[src/rtl/core/flm_pkg.sv]
// ============================================================================
// Frame load monitor package
// Constants, register map and action codes shared by the frame load monitor.
// ============================================================================
`default_nettype none

package flm_pkg;

   // Register map (byte address = 4 * index)
   localparam int unsigned CSR_ADDR_W = 4;
   localparam logic [1:0] REG_BUDGET    = 2'd0;
   localparam logic [1:0] REG_SMOOTHING = 2'd1;
   localparam logic [1:0] REG_PEAK_HOLD = 2'd2;

   // Action codes carried in the request's tuser
   localparam logic [1:0] ACT_FRAME   = 2'd0;
   localparam logic [1:0] ACT_OVERRUN = 2'd1;
   localparam logic [1:0] ACT_CLEAR   = 2'd2;

   // Arithmetic constants
   localparam logic [6:0]  PERCENT     = 7'd100;
   localparam logic [14:0] FULL_LOAD   = 15'd25600;
   localparam logic [16:0] DECAY_KEEP  = 17'd64880;
   localparam logic [16:0] DECAY_NEW   = 17'd655;
   localparam logic [16:0] SMOOTH_MIN  = 17'd66;
   localparam logic [16:0] SMOOTH_MAX  = 17'd65536;
   localparam logic [16:0] SMOOTH_RST  = 17'd6554;
   localparam logic [48:0] ROUND_HALF  = 49'd32768;

   // Serial unit step counts
   localparam int unsigned DIV_STEPS = 48;
   localparam int unsigned MAC_STEPS = 17;

   // Payload widths
   localparam int unsigned REQ_DATA_W = 64;
   localparam int unsigned RSP_DATA_W = 144;

endpackage : flm_pkg

`default_nettype wire

[src/rtl/core/frame_load_monitor_top.sv]
// ============================================================================
// Frame load monitor
// Per-frame load, moving average, held/decaying peak and long-term average.
// ============================================================================
// Processing: one request at a time; a frame runs the 48-step serial divider
//    for the load (not with a zero budget) and for the long-term average, and
//    the 17-step serial MAC for the moving average and, when the peak decays,
//    for the decay. Other actions go straight to the result.
// Reset: synchronous, active high; restores statistics, peak stamp and the
//    registers to their reset values. No clearing pass is needed.
`default_nettype none

module frame_load_monitor_top (
   input  wire logic                           clock,
   input  wire logic                           reset,
   // Request channel
   input  wire logic                           req_tvalid,
   output logic                                req_tready,
   // [31:0] elapsed_ticks, [63:32] now_time
   input  wire logic [flm_pkg::REQ_DATA_W-1:0] req_tdata,
   // [1:0] action
   input  wire logic [1:0]                     req_tuser,
   // Result channel
   output logic                                rsp_tvalid,
   input  wire logic                           rsp_tready,
   // [15:0] current_load, [31:16] smoothed_load, [47:32] peak_load,
   // [63:48] average_load, [78:64] headroom, [110:79] overrun_count,
   // [142:111] frame_count, [143] zero
   output logic [flm_pkg::RSP_DATA_W-1:0]      rsp_tdata,
   // Configuration port
   input  wire logic                           csr_psel,
   input  wire logic                           csr_penable,
   input  wire logic                           csr_pwrite,
   input  wire logic [flm_pkg::CSR_ADDR_W-1:0] csr_paddr,
   input  wire logic [31:0]                    csr_pwdata,
   output logic [31:0]                         csr_prdata,
   output logic                                csr_pready
);

   import flm_pkg::*;

   // The sequencer walks through: load multiply, load division, moving
   // average, optional peak decay, and the long-term average division.
   typedef enum logic [3:0] {
      ST_IDLE,
      ST_MUL,
      ST_DIV,
      ST_LOAD_FIN,
      ST_MAC,
      ST_EMA_FIN,
      ST_PEAK_FIN,
      ST_AVG_SETUP,
      ST_AVG_FIN,
      ST_RESULT
   } state_type;

   state_type state_ff;

   // Configuration registers
   logic [31:0] budget_ff;
   logic [16:0] smoothing_ff;
   logic [31:0] hold_ff;

   // Statistics state
   logic [15:0] last_load_ff;
   logic [31:0] avg_state_ff;
   logic [31:0] peak_ff;
   logic [31:0] stamp_ff;
   logic [47:0] load_sum_ff;
   logic [31:0] frames_ff;
   logic [31:0] overruns_ff;
   logic [15:0] avg_load_ff;

   // Captured request
   logic [31:0] elapsed_ff;
   logic [31:0] now_ff;

   // Bit-serial divider
   logic [47:0] dvd_ff;
   logic [31:0] div_ff;
   logic [31:0] rem_ff;
   logic [15:0] quot_ff;
   logic        sat_ff;
   logic        avg_pass_ff;

   // Bit-serial multiply-accumulate: acc = x * mb + y * ma
   logic [48:0] acc_ff;
   logic [31:0] mac_x_ff;
   logic [31:0] mac_y_ff;
   logic [32:0] mac_xy_ff;
   logic [16:0] mb_ff;
   logic [16:0] ma_ff;
   logic        mac_peak_ff;

   logic [5:0]  cnt_ff;

   // Result register
   logic                  rsp_valid_ff;
   logic [RSP_DATA_W-1:0] rsp_data_ff;

   // Combinational helpers
   logic        req_fire;
   logic        cfg_write;
   logic [32:0] div_trial;
   logic        div_ge;
   logic [32:0] div_diff;
   logic [31:0] rem_in;
   logic [15:0] quot_sat;
   logic [32:0] mac_addend;
   logic [48:0] acc_in;
   logic [48:0] mac_round;
   logic [31:0] mac_result;
   logic [16:0] smooth_a;
   logic [16:0] smooth_b;
   logic [38:0] load_prod;
   logic [31:0] scaled;
   logic [31:0] since;
   logic [48:0] sum_add;
   logic [15:0] smooth_val;
   logic [14:0] head_val;

   assign req_fire   = req_tvalid && req_tready;
   assign req_tready = (state_ff == ST_IDLE);
   assign rsp_tvalid = rsp_valid_ff;
   assign rsp_tdata  = rsp_data_ff;
   assign csr_pready = 1'b1;
   assign cfg_write  = csr_psel && csr_penable && csr_pwrite && csr_pready;

   // One restoring division step: bring in the next dividend bit, subtract
   // the divisor when it fits. Quotient bits beyond the sixteenth only mark
   // saturation.
   assign div_trial = {rem_ff, dvd_ff[47]};
   assign div_ge    = (div_trial >= {1'b0, div_ff});
   assign div_diff  = div_trial - {1'b0, div_ff};
   assign rem_in    = div_ge ? div_diff[31:0] : div_trial[31:0];
   assign quot_sat  = sat_ff ? 16'hFFFF : quot_ff;

   // One multiply-accumulate step, multiplier bits taken MSB first. The sum
   // x + y is precomputed so a step holds a single wide add.
   always_comb begin
      unique case ({mb_ff[16], ma_ff[16]})
         2'b10:   mac_addend = {1'b0, mac_x_ff};
         2'b01:   mac_addend = {1'b0, mac_y_ff};
         2'b11:   mac_addend = mac_xy_ff;
         default: mac_addend = 33'd0;
      endcase
   end

   assign acc_in     = {acc_ff[47:0], 1'b0} + {16'd0, mac_addend};
   assign mac_round  = acc_ff + ROUND_HALF;
   assign mac_result = mac_round[47:16];

   // Smoothing factor is clamped when used; the register keeps its bits.
   always_comb begin
      priority if (smoothing_ff < SMOOTH_MIN) begin
         smooth_a = SMOOTH_MIN;
      end else if (smoothing_ff > SMOOTH_MAX) begin
         smooth_a = SMOOTH_MAX;
      end else begin
         smooth_a = smoothing_ff;
      end
   end

   assign smooth_b   = SMOOTH_MAX - smooth_a;
   assign load_prod  = 39'(elapsed_ff) * 39'(PERCENT);
   assign scaled     = {last_load_ff, 16'd0};
   assign since      = now_ff - stamp_ff;
   assign sum_add    = {1'b0, load_sum_ff} + {33'd0, quot_sat};
   assign smooth_val = avg_state_ff[31:16];
   assign head_val   = (smooth_val >= {1'b0, FULL_LOAD}) ? 15'd0
                       : 15'({1'b0, FULL_LOAD} - smooth_val);

   // Register read-back
   always_comb begin
      unique case (csr_paddr[3:2])
         REG_BUDGET:    csr_prdata = budget_ff;
         REG_SMOOTHING: csr_prdata = {15'd0, smoothing_ff};
         REG_PEAK_HOLD: csr_prdata = hold_ff;
         default:       csr_prdata = 32'd0;
      endcase
   end

   always_ff @(posedge clock) begin
      if (reset) begin
         state_ff     <= ST_IDLE;
         rsp_valid_ff <= 1'b0;
         budget_ff    <= 32'd0;
         smoothing_ff <= SMOOTH_RST;
         hold_ff      <= 32'd0;
         last_load_ff <= 16'd0;
         avg_state_ff <= 32'd0;
         peak_ff      <= 32'd0;
         stamp_ff     <= 32'd0;
         load_sum_ff  <= 48'd0;
         frames_ff    <= 32'd0;
         overruns_ff  <= 32'd0;
         avg_load_ff  <= 16'd0;
         avg_pass_ff  <= 1'b0;
         mac_peak_ff  <= 1'b0;
         cnt_ff       <= 6'd0;
      end else begin
         if (cfg_write) begin
            unique case (csr_paddr[3:2])
               REG_BUDGET:    budget_ff    <= csr_pwdata;
               REG_SMOOTHING: smoothing_ff <= csr_pwdata[16:0];
               REG_PEAK_HOLD: hold_ff      <= csr_pwdata;
               default:       ;
            endcase
         end

         // In the result state the valid flag is owned by that state's arm.
         if (rsp_valid_ff && rsp_tready && (state_ff != ST_RESULT)) begin
            rsp_valid_ff <= 1'b0;
         end

         unique case (state_ff)
            ST_IDLE: begin
               if (req_fire) begin
                  elapsed_ff <= req_tdata[31:0];
                  now_ff     <= req_tdata[63:32];
                  unique case (req_tuser)
                     ACT_FRAME: begin
                        state_ff <= ST_MUL;
                     end
                     ACT_OVERRUN: begin
                        if (overruns_ff != 32'hFFFF_FFFF) begin
                           overruns_ff <= overruns_ff + 32'd1;
                        end
                        state_ff <= ST_RESULT;
                     end
                     ACT_CLEAR: begin
                        last_load_ff <= 16'd0;
                        avg_state_ff <= 32'd0;
                        peak_ff      <= 32'd0;
                        load_sum_ff  <= 48'd0;
                        frames_ff    <= 32'd0;
                        overruns_ff  <= 32'd0;
                        avg_load_ff  <= 16'd0;
                        state_ff     <= ST_RESULT;
                     end
                     default: begin
                        state_ff <= ST_RESULT;
                     end
                  endcase
               end
            end

            ST_MUL: begin
               // Dividend is elapsed * 25600, i.e. elapsed * 100 shifted by 8.
               quot_ff <= 16'd0;
               sat_ff  <= 1'b0;
               if (budget_ff == 32'd0) begin
                  state_ff <= ST_LOAD_FIN;
               end else begin
                  dvd_ff      <= {1'b0, load_prod, 8'd0};
                  div_ff      <= budget_ff;
                  rem_ff      <= 32'd0;
                  cnt_ff      <= 6'd0;
                  avg_pass_ff <= 1'b0;
                  state_ff    <= ST_DIV;
               end
            end

            ST_DIV: begin
               dvd_ff  <= {dvd_ff[46:0], 1'b0};
               rem_ff  <= rem_in;
               quot_ff <= {quot_ff[14:0], div_ge};
               sat_ff  <= sat_ff | quot_ff[15];
               cnt_ff  <= cnt_ff + 6'd1;
               if (cnt_ff == 6'(DIV_STEPS - 1)) begin
                  state_ff <= avg_pass_ff ? ST_AVG_FIN : ST_LOAD_FIN;
               end
            end

            ST_LOAD_FIN: begin
               last_load_ff <= quot_sat;
               if (frames_ff != 32'hFFFF_FFFF) begin
                  frames_ff   <= frames_ff + 32'd1;
                  load_sum_ff <= sum_add[48] ? 48'hFFFF_FFFF_FFFF : sum_add[47:0];
               end
               // Moving average: s * (1 - a) + L * a, both in Q16.16.
               mac_x_ff    <= avg_state_ff;
               mac_y_ff    <= {quot_sat, 16'd0};
               mac_xy_ff   <= {1'b0, avg_state_ff} + {1'b0, quot_sat, 16'd0};
               mb_ff       <= smooth_b;
               ma_ff       <= smooth_a;
               acc_ff      <= 49'd0;
               cnt_ff      <= 6'd0;
               mac_peak_ff <= 1'b0;
               state_ff    <= ST_MAC;
            end

            ST_MAC: begin
               acc_ff <= acc_in;
               mb_ff  <= {mb_ff[15:0], 1'b0};
               ma_ff  <= {ma_ff[15:0], 1'b0};
               cnt_ff <= cnt_ff + 6'd1;
               if (cnt_ff == 6'(MAC_STEPS - 1)) begin
                  state_ff <= mac_peak_ff ? ST_PEAK_FIN : ST_EMA_FIN;
               end
            end

            ST_EMA_FIN: begin
               avg_state_ff <= mac_result;
               priority if (scaled > peak_ff) begin
                  // New peak: take it and restart the hold time.
                  peak_ff  <= scaled;
                  stamp_ff <= now_ff;
                  state_ff <= ST_AVG_SETUP;
               end else if (since > hold_ff) begin
                  // Hold expired: decay toward the current load.
                  mac_x_ff    <= peak_ff;
                  mac_y_ff    <= scaled;
                  mac_xy_ff   <= {1'b0, peak_ff} + {1'b0, scaled};
                  mb_ff       <= DECAY_KEEP;
                  ma_ff       <= DECAY_NEW;
                  acc_ff      <= 49'd0;
                  cnt_ff      <= 6'd0;
                  mac_peak_ff <= 1'b1;
                  state_ff    <= ST_MAC;
               end else begin
                  state_ff <= ST_AVG_SETUP;
               end
            end

            ST_PEAK_FIN: begin
               peak_ff  <= (mac_result < scaled) ? scaled : mac_result;
               state_ff <= ST_AVG_SETUP;
            end

            ST_AVG_SETUP: begin
               if (frames_ff == 32'd0) begin
                  avg_load_ff <= 16'd0;
                  state_ff    <= ST_RESULT;
               end else begin
                  dvd_ff      <= load_sum_ff;
                  div_ff      <= frames_ff;
                  rem_ff      <= 32'd0;
                  quot_ff     <= 16'd0;
                  sat_ff      <= 1'b0;
                  cnt_ff      <= 6'd0;
                  avg_pass_ff <= 1'b1;
                  state_ff    <= ST_DIV;
               end
            end

            ST_AVG_FIN: begin
               avg_load_ff <= quot_sat;
               state_ff    <= ST_RESULT;
            end

            ST_RESULT: begin
               // Hold here until the result register is free.
               if (!rsp_valid_ff || rsp_tready) begin
                  rsp_valid_ff <= 1'b1;
                  rsp_data_ff  <= {1'b0, frames_ff, overruns_ff, head_val,
                                   avg_load_ff, peak_ff[31:16], smooth_val,
                                   last_load_ff};
                  state_ff     <= ST_IDLE;
               end
            end

            default: begin
               state_ff <= ST_IDLE;
            end
         endcase
      end
   end

`ifndef SYNTHESIS
   // The partial remainder always stays below the divisor.
   assert property (@(posedge clock) disable iff (reset)
      (state_ff == ST_DIV) |-> (rem_ff < div_ff))
      else $error("divider remainder not below divisor");

   // The frame counter only moves backward on a clear request.
   assert property (@(posedge clock) disable iff (reset)
      !(req_fire && (req_tuser == ACT_CLEAR)) |=> (frames_ff >= $past(frames_ff)))
      else $error("frame count decreased without clear");

   // Headroom and smoothed load add up to full load unless headroom is floored.
   assert property (@(posedge clock) disable iff (reset)
      rsp_valid_ff |-> ((rsp_data_ff[31:16] >= {1'b0, FULL_LOAD}) ?
                        (rsp_data_ff[78:64] == 15'd0) :
                        ({1'b0, rsp_data_ff[78:64]} + rsp_data_ff[31:16]
                         == {1'b0, FULL_LOAD})))
      else $error("headroom inconsistent with smoothed load");

   // The peak never falls below the latest load.
   assert property (@(posedge clock) disable iff (reset)
      rsp_valid_ff |-> (rsp_data_ff[47:32] >= rsp_data_ff[15:0]))
      else $error("peak load below current load");
`endif

endmodule : frame_load_monitor_top

`default_nettype wire

[config.mk]
export PLATFORM = sky130hd
export DESIGN_NAME = frame_load_monitor_top
export DESIGN_NICKNAME = d
export VERILOG_FILES = /design/src/rtl/core/flm_pkg.sv /design/src/rtl/core/frame_load_monitor_top.sv
export SDC_FILE = /design/constraint.sdc
export NUM_CORES = 2
export LEC_CHECK = 0
export BUFFER_PORTS_ARGS = -buffer_cell sky130_fd_sc_hd__buf_2
export CAP_MARGIN = 20
export CELL_PAD_IN_SITES_DETAIL_PLACEMENT = 1
export CELL_PAD_IN_SITES_GLOBAL_PLACEMENT = 1
export CORE_ASPECT_RATIO = 0.7
export CORE_MARGIN = 2
export CORE_UTILIZATION = 40
export DETAILED_ROUTE_END_ITERATION = 6
export PLACE_DENSITY = 0.66
export SLEW_MARGIN = 15
export SYNTH_ARGS = -nofsm -noshare
export SYNTH_HDL_FRONTEND = slang
export SYNTH_SLANG_ARGS = --single-unit
[constraint.sdc]
create_clock -name clock -period 38.2 [get_ports clock]
set_clock_uncertainty 0.05 [all_clocks]
set_input_delay 1.91 -clock clock [delete_from_list [all_inputs] [get_ports clock]]
set_output_delay 1.91 -clock clock [all_outputs]
set_load 0.05 [all_outputs]
==> out/summary.txt <==
Status: finished, final reports clean
Critical path data arrival time: 7.26 ns
DIE AREA: 118000 sq um
Critical path launch point type: register
WP buf/inv: 4
Int Pwr: 1.92 mW
First drt pass iteration count: 6
Die H: 288 um
Tightest Hold Check Type: register to register
Overflow after GRT: 0
Critical Path Most Common Cell: o21ai_0
Share of cells above drive strength 1: 0.111
Register area share after synthesis: 0.461
GRT Total Usage: 0.256
Final slew viol count: 0
Post CTS Setup Buffer Count: 0
Worst-Margin Slew: 1.16 ns
Normalized max-slew margin: 0.225
Worst Path Max Fanout: 72
Period utilization: 0.184
CP required: 38.44 ns
Yosys warning count: 0
Area Overhead vs Synth: 13.4%
Initial antenna violation count: 8
Fmax: 142 MHz
Vias/cell: 5.65
Vias in the first global route: 37500
Final Setup Violations: 0
Clk Latency, worst-skew pair: 0.71 ns
Residual DRC count: 0
Global-route wire length before repair: 233 mm
Pwr Total: 2.99 mW
Worst VDD drop: 0.0379 mV
Clock buffer depth: 3
CP Cell Sequence: inv_1 -> ha_1 -> inv_1 -> fa_1 -> a21o_1 -> a21oi_1 -> o21ai_0 -> a311oi_1 -> o211ai_1 -> o21ai_0 -> o2111ai_1 -> a21oi_1 -> xnor2_1 -> ha_1 -> nand4_1 -> nor4_1 -> o21ai_0 -> o21a_1 -> a2111oi_2 -> buf_4 -> buf_4
Setup CP Type: register to register
DP Wirelength: 112 mm
CP max stage cell: buf_4
Ys async rst share: 0
P per Cell Area: 57.4 nW/um^2
Die Wd: 409 um
Port Buf Inserts: 283
Post-synth EDFFs: 483
Delay-heaviest family, CP: compound AO/OA/AOI/OAI gates
Setup TNS: 0 ns
Clock power frac: 0.313
CTS Sinks: 817
Final #Nets: 5591
Num ports: 288
Starting DRC count in detailed routing: 3022
H-tree levels: 3
Post-Syn Nets: 5386
Clk root buf: clkbuf_16
Core area: 113000 sq um
Synthesized area: 45900 sq um
TritonCTS clock tree: yes
CP peak stage delay: 0.82 ns
DRT antenna net count: 0
Switching Share: 0.358
Post-cts sizing count: 0
Post-Route WL: 153 mm
RSZ-0062 raised after global routing: no
Num CTS Buffers: 89
Synth Flop Type: edfxtp_1
Cell leakage power: 20.4 nW
Starting Density: 0.405
Combinational share of power: 0.318
Post-synthesis cell count: 4930
Final hold violations: 0
Switch Pwr: 1.07 mW
Vias: 38100
Power share of the sequential group: 0.370
Setup crit end kind: register
FF+latch count, synth: 817
Number of core rows: 103
R2R Setup Slk: 31.18 ns
Largest net degree at the start of global routing: 89
Per-cell routed wire length: 22.7 um
Post-synth cell types: 88
Tmin final: 7.02 ns
Gp weighted congestion: 0.900
Hold-fix buffers, CTS: 0
Max-cap violation count: 0
Synthesized area per cell: 9.32 sq um
Reg clk slew, reported paths: 0.06 ns
cells in the mapped netlist, drive strengths merged (9+ instances only):
cell    instances  area (sq um)
o31ai          27           203
nor2b          32           208
and2           33           206
mux2i          39           390
mux2           19           218
nand2         735          2760
xnor2         133          1160
a22oi          53           398
nor3           90           450
or4            13          97.6
clkbuf        187           702
o21ai         278          1410
a211oi         39           298
a221oi         21           184
nor4           40           256
a21boi         12          90.1
nand4          62           388
nor2          329          1240
or2            23           144
a21oi         418          2100
edfxtp        483         14500
or3            34           214
dfxtp         334          6690
buf            40           223
a41oi           9          78.8
a21o          102           766
nand3         146           736
and4           11          96.3
fa             33           661
o21bai         23           173
ha            314          3930
inv           358          1340
o21a           37           278
a211o          16           140
nor3b          14           105
nand3b         10          75.1
a31oi          28           175
xor2          105           920
nand2b         37           231
and3           64           405
a22o           38           333
o211ai         20           150
power by group through the flow:
stage	registers, mW	logic (mW)	clock network (mW)
after CTS	1.10	0.947	0.953
after detailed placement	1.12	0.940	0
final	1.10	0.949	0.933
after floorplan	1.13	0.654	0
after global routing	1.11	1.06	0.984
after global placement	1.12	0.915	0
state kept, by name, indices dropped and copies added, names as in the netlist, 17 cells and up:
| signal | cells |
|---|---|
| rsp_tdata | 143 |
| acc_ff | 48 |
| dvd_ff | 48 |
| load_sum_ff | 48 |
| avg_state_ff | 32 |
| budget_ff | 32 |
| div_ff | 32 |
| elapsed_ff | 32 |
| frames_ff | 32 |
| hold_ff | 32 |
| mac_x_ff | 32 |
| now_ff | 32 |
| overruns_ff | 32 |
| peak_ff | 32 |
| rem_ff | 32 |
| stamp_ff | 32 |
| ma_ff | 17 |
| mac_xy_ff | 17 |
| mb_ff | 17 |
| smoothing_ff | 17 |
layout by cell type (no fill, tap or decap), drive strengths merged, types with 26 or more instances in the layout:
| master | Yosys | final |
|---|---|---|
| a22o | 38 | 38 |
| clkbuf | 187 | 126 |
| edfxtp | 483 | 483 |
| a22oi | 53 | 53 |
| o21a | 37 | 37 |
| xnor2 | 133 | 133 |
| o21ai | 278 | 278 |
| fa | 33 | 33 |
| nand2 | 735 | 735 |
| mux2i | 39 | 39 |
| a21o | 102 | 102 |
| a211oi | 39 | 39 |
| nor2b | 32 | 32 |
| nand3 | 146 | 146 |
| nand4 | 62 | 62 |
| nand2b | 37 | 37 |
| and3 | 64 | 64 |
| a21oi | 418 | 418 |
| or3 | 34 | 34 |
| nor3 | 90 | 90 |
| dfxtp | 334 | 334 |
| ha | 314 | 314 |
| a31oi | 28 | 28 |
| and2 | 33 | 33 |
| buf | 40 | 340 |
| o31ai | 27 | 27 |
| xor2 | 105 | 105 |
| nor4 | 40 | 40 |
| inv | 358 | 362 |
| clkinv | 0 | 26 |
| nor2 | 329 | 329 |
cell families (layout without fill, tap and decap cells):
kind of cell | Yosys count | in the layout | share of synthesized area
AND/OR/NAND/NOR | 1687 | 1687 | 0.169
AO/OA/AOI/OAI | 1196 | 1196 | 0.162
flip-flops | 817 | 817 | 0.461
buffers and inverters | 585 | 867 | 0.0494
adder cells (fa/ha/maj) | 347 | 347 | 0.0999
XOR/XNOR | 238 | 238 | 0.0454
multiplexers | 58 | 58 | 0.0132
other | 2 | 6 | 0.000164
path summary, 6_finish.rpt:
kind,from,to,cells after the start
hold / removal,avg_load_ff[14],rsp_tdata[62],0
hold reg to reg,avg_load_ff[14],rsp_tdata[62],0
setup reg to reg,now_ff[0],acc_ff[2],21
setup / recovery,now_ff[0],acc_ff[2],21
per-stage QoR:
step	hold WS, ns	setup WS (ns)	utilization	instances	area (sq um)
after global placement	0.362	31.04	0.431	6563	48900
after detailed placement	0.366	31.06	0.432	6565	48900
final	0.378	31.18	0.460	6738	52100
after global routing	0.395	30.69	0.460	6734	52100
after CTS	0.381	31.02	0.459	6733	52000
after floorplan	0.356	20.86	-	4930	45900
per-layer routing:
metal | track usage | wire [um] | vias to the layer above
li1 | - | - | 17900
met1 | 0.420 | 80600 | 18900
met2 | 0.349 | 59600 | 1088
met3 | 0.0382 | 10200 | 130
met4 | 0.0419 | 2170 | 0
met5 | 0 | 0 | -
area by class of cell:
| type | instances | area [sq um] |
|---|---|---|
| flip-flops and latches | 817 | 21200 |
| well taps | 1522 | 1900 |
| fillers | 12900 | 61200 |
| clock buffers | 125 | 2610 |
| repair buffers | 341 | 1860 |
| diodes | 4 | 10.0 |
| inverters | 358 | 1340 |
| clock inverters | 43 | 537 |
| multi-input cells | 3528 | 22600 |
No activity file was read; power rests on OpenSTA's default activity.
